--- src/design/mbod_pkg.sv ---
// package for the memory bus with oam dma
// holds state, command, control and status types and fixed bus constants; no dependencies
package mbod_pkg;

    // writable half of the address space, 0x8000 to 0xffff
    localparam int MEM_AW = 15;
    localparam int MEM_DEPTH = 1 << MEM_AW;

    localparam int DMA_BYTES = 160;
    localparam int DMA_IW = 8;
    localparam logic [DMA_IW-1:0] DMA_LAST = DMA_IW'(DMA_BYTES - 1);

    localparam logic [15:0] ADDR_JOYP = 16'hFF00;
    localparam logic [15:0] ADDR_DIV = 16'hFF04;
    localparam logic [15:0] ADDR_DMA = 16'hFF46;
    localparam logic [7:0] OAM_PAGE = 8'hFE;
    localparam logic [7:0] JOYP_BTN = 8'hD0;
    localparam logic [7:0] JOYP_DIR = 8'hE0;

    localparam int IN_W = 48;
    localparam int OUT_W = 16;

    typedef enum logic [1:0] {
        CMD_RD_BYTE = 2'd0,
        CMD_WR_BYTE = 2'd1,
        CMD_RD_WORD = 2'd2,
        CMD_WR_WORD = 2'd3
    } t_cmd;

    typedef enum logic [2:0] {
        ST_CLEAR,
        ST_IDLE,
        ST_BYTE0,
        ST_BYTE1,
        ST_DMA_RD,
        ST_DMA_WR,
        ST_DONE
    } t_state;

    typedef struct packed {
        logic clr_step;
        logic accept;
        logic byte_acc;
        logic set_hi;
        logic dma_rd;
        logic dma_wr;
        logic cap_lo;
        logic load_out;
    } t_ctrl;

    typedef struct packed {
        logic clr_last;
        logic is_word;
        logic dma_hit;
        logic hi;
        logic dma_last;
        logic out_free;
    } t_stat;

endpackage

--- src/design/mbod_ctrl.sv ---
// controller state machine for the memory bus with oam dma
// sequences clear, byte accesses and dma copy; uses mbod_pkg
module mbod_ctrl (
    input  logic            i_clk,
    input  logic            i_rst_n,
    input  logic            i_s_tvalid,
    output logic            o_s_tready,
    input  mbod_pkg::t_stat i_stat,
    output mbod_pkg::t_ctrl o_ctrl
);

    mbod_pkg::t_state r_state;
    mbod_pkg::t_state n_state;
    logic             more_bytes;

    assign more_bytes = !i_stat.hi && i_stat.is_word;

    always_ff @(posedge i_clk) begin
        if (!i_rst_n) begin
            r_state <= mbod_pkg::ST_CLEAR;
        end else begin
            r_state <= n_state;
        end
    end

    always_comb begin
        n_state = r_state;
        unique case (r_state)
            mbod_pkg::ST_CLEAR: begin
                if (i_stat.clr_last) n_state = mbod_pkg::ST_IDLE;
            end
            mbod_pkg::ST_IDLE: begin
                if (i_s_tvalid) n_state = mbod_pkg::ST_BYTE0;
            end
            mbod_pkg::ST_BYTE0, mbod_pkg::ST_BYTE1: begin
                if (i_stat.dma_hit) n_state = mbod_pkg::ST_DMA_RD;
                else if (more_bytes) n_state = mbod_pkg::ST_BYTE1;
                else n_state = mbod_pkg::ST_DONE;
            end
            mbod_pkg::ST_DMA_RD: begin
                n_state = mbod_pkg::ST_DMA_WR;
            end
            mbod_pkg::ST_DMA_WR: begin
                if (!i_stat.dma_last) n_state = mbod_pkg::ST_DMA_RD;
                else if (more_bytes) n_state = mbod_pkg::ST_BYTE1;
                else n_state = mbod_pkg::ST_DONE;
            end
            mbod_pkg::ST_DONE: begin
                if (i_stat.out_free) n_state = mbod_pkg::ST_IDLE;
            end
            default: n_state = mbod_pkg::ST_CLEAR;
        endcase
    end

    always_comb begin
        o_ctrl = '0;
        o_s_tready = 1'b0;
        unique case (r_state)
            mbod_pkg::ST_CLEAR: begin
                o_ctrl.clr_step = 1'b1;
            end
            mbod_pkg::ST_IDLE: begin
                o_s_tready = 1'b1;
                o_ctrl.accept = i_s_tvalid;
            end
            mbod_pkg::ST_BYTE0, mbod_pkg::ST_BYTE1: begin
                o_ctrl.byte_acc = 1'b1;
                o_ctrl.cap_lo = (r_state == mbod_pkg::ST_BYTE1);
                o_ctrl.set_hi = !i_stat.dma_hit && more_bytes;
            end
            mbod_pkg::ST_DMA_RD: begin
                o_ctrl.dma_rd = 1'b1;
            end
            mbod_pkg::ST_DMA_WR: begin
                o_ctrl.dma_wr = 1'b1;
                o_ctrl.set_hi = i_stat.dma_last && more_bytes;
            end
            mbod_pkg::ST_DONE: begin
                o_ctrl.load_out = i_stat.out_free;
            end
            default: o_ctrl = '0;
        endcase
    end

endmodule

--- config.mk ---
export PLATFORM = sky130hd
export DESIGN_NAME = mbod_ctrl
export DESIGN_NICKNAME = d
export VERILOG_FILES = /design/src/design/mbod_pkg.sv /design/src/design/mbod_ctrl.sv
export SDC_FILE = /design/constraint.sdc
export NUM_CORES = 1
export LEC_CHECK = 0
export BUFFER_PORTS_ARGS = -buffer_cell sky130_fd_sc_hd__buf_2
export CAP_MARGIN = 20
export CORE_AREA = 3 3 40 42
export CTS_CLUSTER_SIZE = 10
export DETAILED_ROUTE_END_ITERATION = 10
export DIE_AREA = 0 0 43 45
export GPL_TIMING_DRIVEN = 0
export HOLD_SLACK_MARGIN = 0.15
export SLEW_MARGIN = 20
export SYNTH_ARGS = -nofsm -noshare
export SYNTH_HDL_FRONTEND = slang
export SYNTH_SLANG_ARGS = --single-unit
--- constraint.sdc ---
create_clock -name i_clk -period 1.3 [get_ports i_clk]
set_input_delay 0.195 -clock i_clk [delete_from_list [all_inputs] [get_ports i_clk]]
set_output_delay 0.195 -clock i_clk [all_outputs]
set_load 0.05 [all_outputs]
==> metrics.txt, run 1 <==
IO Count=18; worst reg2reg path endpoint=r_state[0]; Die Ht=roughly 45 µm; r2r setup slk=between 0.1 and 0.15 ns; Pins Over Slew Limit=0; Area after DPL=about 450 µm²; core box area=around 0.0013 mm²; part of the power in the clock network=21.4%; minimum clock period=around 1.5 ns; GP Congestion=between 0.8 and 0.9; worst r2r path cells=6; First DRT Iteration DRCs=8; CP Launch Type=flip-flop; DR WL/cell=between 10 and 15 µm; P&R area growth vs syn=116.5%; RSZ-0062 raised after global routing=true; MaxCap Viol Count=0; cell count after synthesis=44; top_reg_cell synth=dfxtp_1; fin crit share=113.0%; H-tree depth=1; leakage power=about 0.32 nW; worst path buffer plus inverter count=2; failing checks=negative setup slack; P_int=~0.47 mW; switching share of power=a little over two fifths; Hold Path Depth=3; Antenna Nets Post-Route=0; slew of the pin with the lowest slew margin=approximately 0.25 ns; Critical Path AT=approximately 1.3 ns; via count=roughly 440; Worst slew margin=83.11%; CTS tree=yes; Final Non-Filler Cells=90; commonest non-fill, non-tap cells in the layout=buf_2 (8), buf_4 (8), buf_8 (7), buf_6 (7); Largest register FFs=3; ant diodes=0; slowest stage delay, CP=between 0.3 and 0.4 ns; first-pass GRT wire length=between 1500 and 2000 µm; hpwl dp=663.4 µm; Seq pwr share=between 10% and 20%; Seq cells post-synth=3; Die W=around 43 µm; M2 GR Usage=between 20% and 30%; busiest layer in global routing=met2; Seq/Total Area, Yosys=between 10% and 20%; GRT Total Usage=between 10% and 20%; DRC=0; # placed instances=76; die footprint=slightly below 0.002 mm²; met3 GRT Util=between 2 and 3%; number of buffers created by CTS=3; RR Startpoint=r_state[2]; status=complete, but fails checks; Pwr Density=about 1200 mW/mm²; total of warnings raised by yosys=0; kind of critical path=reg -> out; number of global-route vias before repair=~400; DRT Pass-1 Iters=5; WHS Endpoint=r_state[0]; initial antenna violation count=0; Finished Cell Area=704.4 µm²; Routed WL=1208 µm; final setup fails=8; CP max stage cell=dfxtp_2; Site Rows=13; Port Buffers=17; CTS clk-pin slew, worst paths=0.04 ns; Hold Crit Start=i_rst_n; worst slack, placed=-0.1584 ns; total gr overflow=0; Mapped Area=roughly 330 µm²; Clock Latency Late Sink=between 0.2 and 0.25 ns; Yosys cell types=26; clk_skew=around 0.0039 ns; fmax=0.6807 GHz; worst-path maximum fanout=8; Reg with most FFs=r_state; EDFF count, synth=0; type of the worst min-delay path=in -> reg; CP Capture Type=primary output; Max clock buf depth=2; Root Driver=clkbuf_4; met1 Track Usage GR=between 10 and 15%; setup slack after layout=-0.1690 ns; Sw Pwr=around 0.36 mW; Final Hold Violating Endpoints=0; FFs w/ async S/R, synth=0%; Syn Area/Cell=7.393 µm²; Initial Utilization=roughly a quarter; pin count of the biggest net entering global routing=11; CTS sink cnt=3; VDD IR-drop max=443.8 µV; crit-path cells=buf_6 -> nand2_4 -> nor3b_2 -> a21oi_2 -> nor2b_4 -> buf_8; Worst Path Required=approximately 1.1 ns; Crit path max-delay family=simple AND/OR/NAND/NOR gates; largest registers=r_state (3); cts hold-fix bufs=0; Vias per Instance=roughly 4.9; power share of the combinational group=62.3%; share of post-route cells with drive strength above 1=70.67%; Net count, final=85; Net Count, Synth=53
[routing by layer]
metal,share of wire [%],wire (µm)
met1,37,449
met3,3.8,46
met5,0,0
met4,1.4,17
met2,57,694
[cell usage after synthesis (2+ instances only)]
cell	count	area share, %
a21oi_1	3	4.6
inv_1	2	2.3
nand3_1	2	3.1
nor2b_1	2	3.8
and2b_2	2	5.4
dfxtp_1	3	18
o21ai_0	2	3.1
a21boi_1	2	4.6
nor2_1	5	5.8
nand2_1	2	2.3
and3_1	2	3.8
nand3b_1	3	6.9
[cells by family after synthesis]
kind of cell           Yosys count  share of synthesized area (%)
flip-flops                       3                          18.46
AND/OR/NAND/NOR                 24                          43.85
multiplexers                     2                          6.538
AO/OA/AOI/OAI                   10                          18.84
buffers and inverters            5                          12.31
[tightest hold or removal path: stages]
cell and delay [ns]:
buf_2 0.12, nand3_1 0.06, o21ai_1 0.06
[area by class of cell]
class                   count  area, µm²
plain buffers               3      37.54
multi-input cells          36      301.5
well taps                  15      18.77
clock buffers               4      26.28
inverters                   2      7.507
fillers                   124      580.6
repair buffers             27      246.5
flip-flops and latches      3      66.31
[worst max path at each step]
stage | startpoint | end | slack [ns] | depth (start not counted)
finish | r_state[2] | o_ctrl[4] | -0.17 | 6
global route | r_state[2] | o_ctrl[4] | -0.25 | 6
CTS | r_state[2] | o_ctrl[4] | -0.14 | 6
detailed placement | r_state[2] | o_ctrl[4] | -0.16 | 6
global placement | r_state[2] | o_ctrl[4] | -0.17 | 6
floorplan | r_state[1] | o_ctrl[7] | -0.06 | 2
[repair_timing]
action | in CTS | in global routing
hold endpoints to repair | 0 | 0
resized for setup | 28 | 19
pin swaps | 3 | 7
setup buffers | 4 | 6
endpoints found under the setup margin | 9 | 10
gates cloned | 0 | 0
[power by group through the flow]
stage / Sequential (mW) / Combinational (mW) / Clock (mW)
after floorplan: 0.120 / 0.276 / 0
final: 0.135 / 0.514 / 0.177
after detailed placement: 0.124 / 0.344 / 0
after global placement: 0.125 / 0.344 / 0
after CTS: 0.130 / 0.429 / 0.173
after global routing: 0.140 / 0.543 / 0.194
[stage by stage]
stage / TNS (ns) / power, mW / util (%) / hold WS (ns)
2_1_floorplan: -0.1154 / 0.3960 / - / 0.3414
3_3_place_gp: -0.1703 / 0.4685 / 34.76 / 0.4812
3_5_place_dp: -0.1584 / 0.4685 / 34.76 / 0.4864
4_1_cts: -0.5112 / 0.7320 / 45.96 / 0.2395
5_1_grt: -1.412 / 0.8762 / 54.82 / 0.2505
6_report: -0.9571 / 0.8253 / 54.82 / 0.2403
(Power assumes the default switching activity.)
==> run 2: changes to the inputs <==
==> constraint.sdc (replaced) <==
create_clock -name i_clk -period 1.2 [get_ports i_clk]
set_input_delay 0.18 -clock i_clk [delete_from_list [all_inputs] [get_ports i_clk]]
set_output_delay 0.18 -clock i_clk [all_outputs]
set_load 0.05 [all_outputs]
==> run 2 against run 1 <==
Compared with the run above:
- the flow still finishes with violations (negative setup slack)
- global-route usage down 2.9 points
- die area unchanged
- first-iteration DRC count down 50%
- routed wire length down 11%
- hold slack worse by 0.0084 ns
- sequential cell count unchanged
- critical path depth down 1
- non-clock buffer count down 3
==> metrics.txt, run 2 (synthesis results as in run 1) <==
status=complete, but fails checks; failing checks=negative setup slack; Final Hold Violating Endpoints=0 (unchanged); IO Count=18 (unchanged); busiest layer in global routing=met2; first-pass GRT wire length=1593 µm (-16%); Routed WL=1079 µm (-11%); First DRT Iteration DRCs=4 (-4); GP Congestion=0.7081 (-14%); Clock Latency Late Sink=0.23 ns (about the same); leakage power=0.3057 nW (-4.3%); Pwr Density=1271 mW/mm² (+8.5%); pin count of the biggest net entering global routing=11 (unchanged); CTS sink cnt=3 (unchanged); via count=429 (-2.9%); Vias per Instance=4.931 (+0.41%); share of post-route cells with drive strength above 1=72.22% (+1.6 points); met3 GRT Util=3.586% (+0.80 points); Site Rows=13 (unchanged); MaxCap Viol Count=0 (unchanged); Pins Over Slew Limit=0 (unchanged); VDD IR-drop max=488.5 µV (+10%); Root Driver=clkbuf_4; CTS clk-pin slew, worst paths=0.04 ns (about the same); CP Launch Type=flip-flop; Net count, final=82 (-3.5%); Total Neg Setup Slack=-1.369 ns (-0.4123 ns); core box area=0.001285 mm² (unchanged); DRT Pass-1 Iters=4 (-1); WHS Endpoint=r_state[0]; type of the worst min-delay path=in -> reg; Antenna Nets Post-Route=0 (unchanged); hpwl dp=648.1 µm (-2.3%); number of buffers created by CTS=3 (unchanged); commonest non-fill, non-tap cells in the layout=buf_6 (8), buf_2 (8), buf_4 (6); Hold Crit Start=i_rst_n; H-tree depth=1 (unchanged); die footprint=0.001935 mm² (unchanged); RR Startpoint=r_state[2]; Die W=43 µm (unchanged); P&R area growth vs syn=114.6%; kind of critical path=reg -> out; Max clock buf depth=2 (unchanged); Die Ht=45 µm (unchanged); largest registers=r_state (3); total gr overflow=0 (unchanged); Largest register FFs=3 (unchanged); DR WL/cell=12.40 µm (-7.6%); M2 GR Usage=18.26% (-8.1 points); RSZ-0062 raised after global routing=true; Port Buffers=17 (unchanged); Power Total=0.8872 mW (+7.5%); ant diodes=0 (unchanged); clk_skew=0.001670 ns (-0.002259 ns); worst r2r path cells=6 (unchanged); number of global-route vias before repair=381 (-4.5%); final setup fails=8 (unchanged); DRC=0 (unchanged); Worst Path Required=1.02 ns (-0.09 ns); worst-path maximum fanout=7 (-1); initial antenna violation count=0 (unchanged); fin crit share=120.5%; worst slack, placed=-0.2518 ns (-0.09338 ns); CTS tree=yes; Initial Utilization=25.32% (unchanged); slew of the pin with the lowest slew margin=0.2306 ns (-0.02109 ns); CP Capture Type=primary output; met1 Track Usage GR=12.44% (-1.3 points); Hold Path Depth=3 (unchanged); GRT Total Usage=11.05% (-2.9 points); worst reg2reg path endpoint=r_state[0]; r2r setup slk=0.02 ns (-0.09 ns); Worst slew margin=84.63% (+1.5 points); Critical Path AT=1.27 ns (about the same); setup slack after layout=-0.2461 ns (-0.07710 ns); minimum clock period=about 1.4 ns; fmax=~0.69 GHz; Reg with most FFs=r_state
run 2: cell count changes in the layout (fill, tap and decap cells not counted):
cell / change
nor3b_4: +1
a311oi_1: -1
nor3b_2: -1
nor2_4: +1
buf_8: -2
buf_4: -2
nand2b_4: +1
nand2b_1: -1
nor2_2: -1
dfxtp_4: +1
dfxtp_2: -1
buf_6: +1
a311oi_2: +1
run 2: through the flow:
step | instance area [µm²] | hold WS [ns] | std cells | util, %
floorplan | 345.3 | 0.3264 | 44 | -
global placement | 449.2 | 0.4638 | 76 | 34.96
detailed placement | 449.2 | 0.4599 | 76 | 34.96
CTS | 586.8 | 0.2189 | 83 | 45.67
global route | 698.2 | 0.2544 | 87 | 54.33
finish | 698.2 | 0.2318 | 87 | 54.33
run 2: cell type report:
class                   instances  area [µm²]
well taps                      15       18.77
multi-input cells              36       326.6
repair buffers                 24       212.7
fillers                       113       586.8
inverters                       2       7.507
clock buffers                   4       26.28
flip-flops and latches          3       68.82
plain buffers                   3       37.54
run 2: critical path: stages (launching register included):
cell and delay (ns):
dfxtp_2 0.32, buf_6 0.13, buf_4 0.14, nor2_4 0.12
and3_4 0.19, buf_8 0.14
run 2: worst max-delay path by stage:
| stage | start | end | slack (ns) | depth (start not counted) |
|---|---|---|---|---|
| 5_1_grt | r_state[2] | o_ctrl[4] | -0.29 | 6 |
| 4_1_cts | r_state[2] | o_ctrl[4] | -0.23 | 6 |
| 6_report | r_state[2] | o_ctrl[6] | -0.25 | 5 |
| 3_5_place_dp | r_state[2] | o_ctrl[4] | -0.25 | 6 |
| 2_1_floorplan | r_state[1] | o_ctrl[7] | -0.14 | 2 |
| 3_3_place_gp | r_state[2] | o_ctrl[4] | -0.26 | 6 |
run 2: metal layers:
layer / vias to the layer above / wire length [µm]
li1: 211 / -
met5: - / 0
met4: 0 / 14
met2: 16 / 626
met1: 200 / 380
met3: 2 / 57
run 2: power breakdown:
group          switching (mW)  internal, mW
logic                   0.296         0.260
registers              0.0289         0.123
clock network          0.0547         0.125
run 2: timing repair:
item,4_1_cts,5_1_grt
setup endpoints to repair,9,10
gates cloned,0,0
hold buffers,0,0
resized for setup,29,20
pin swaps,4,5
setup buffers,3,5
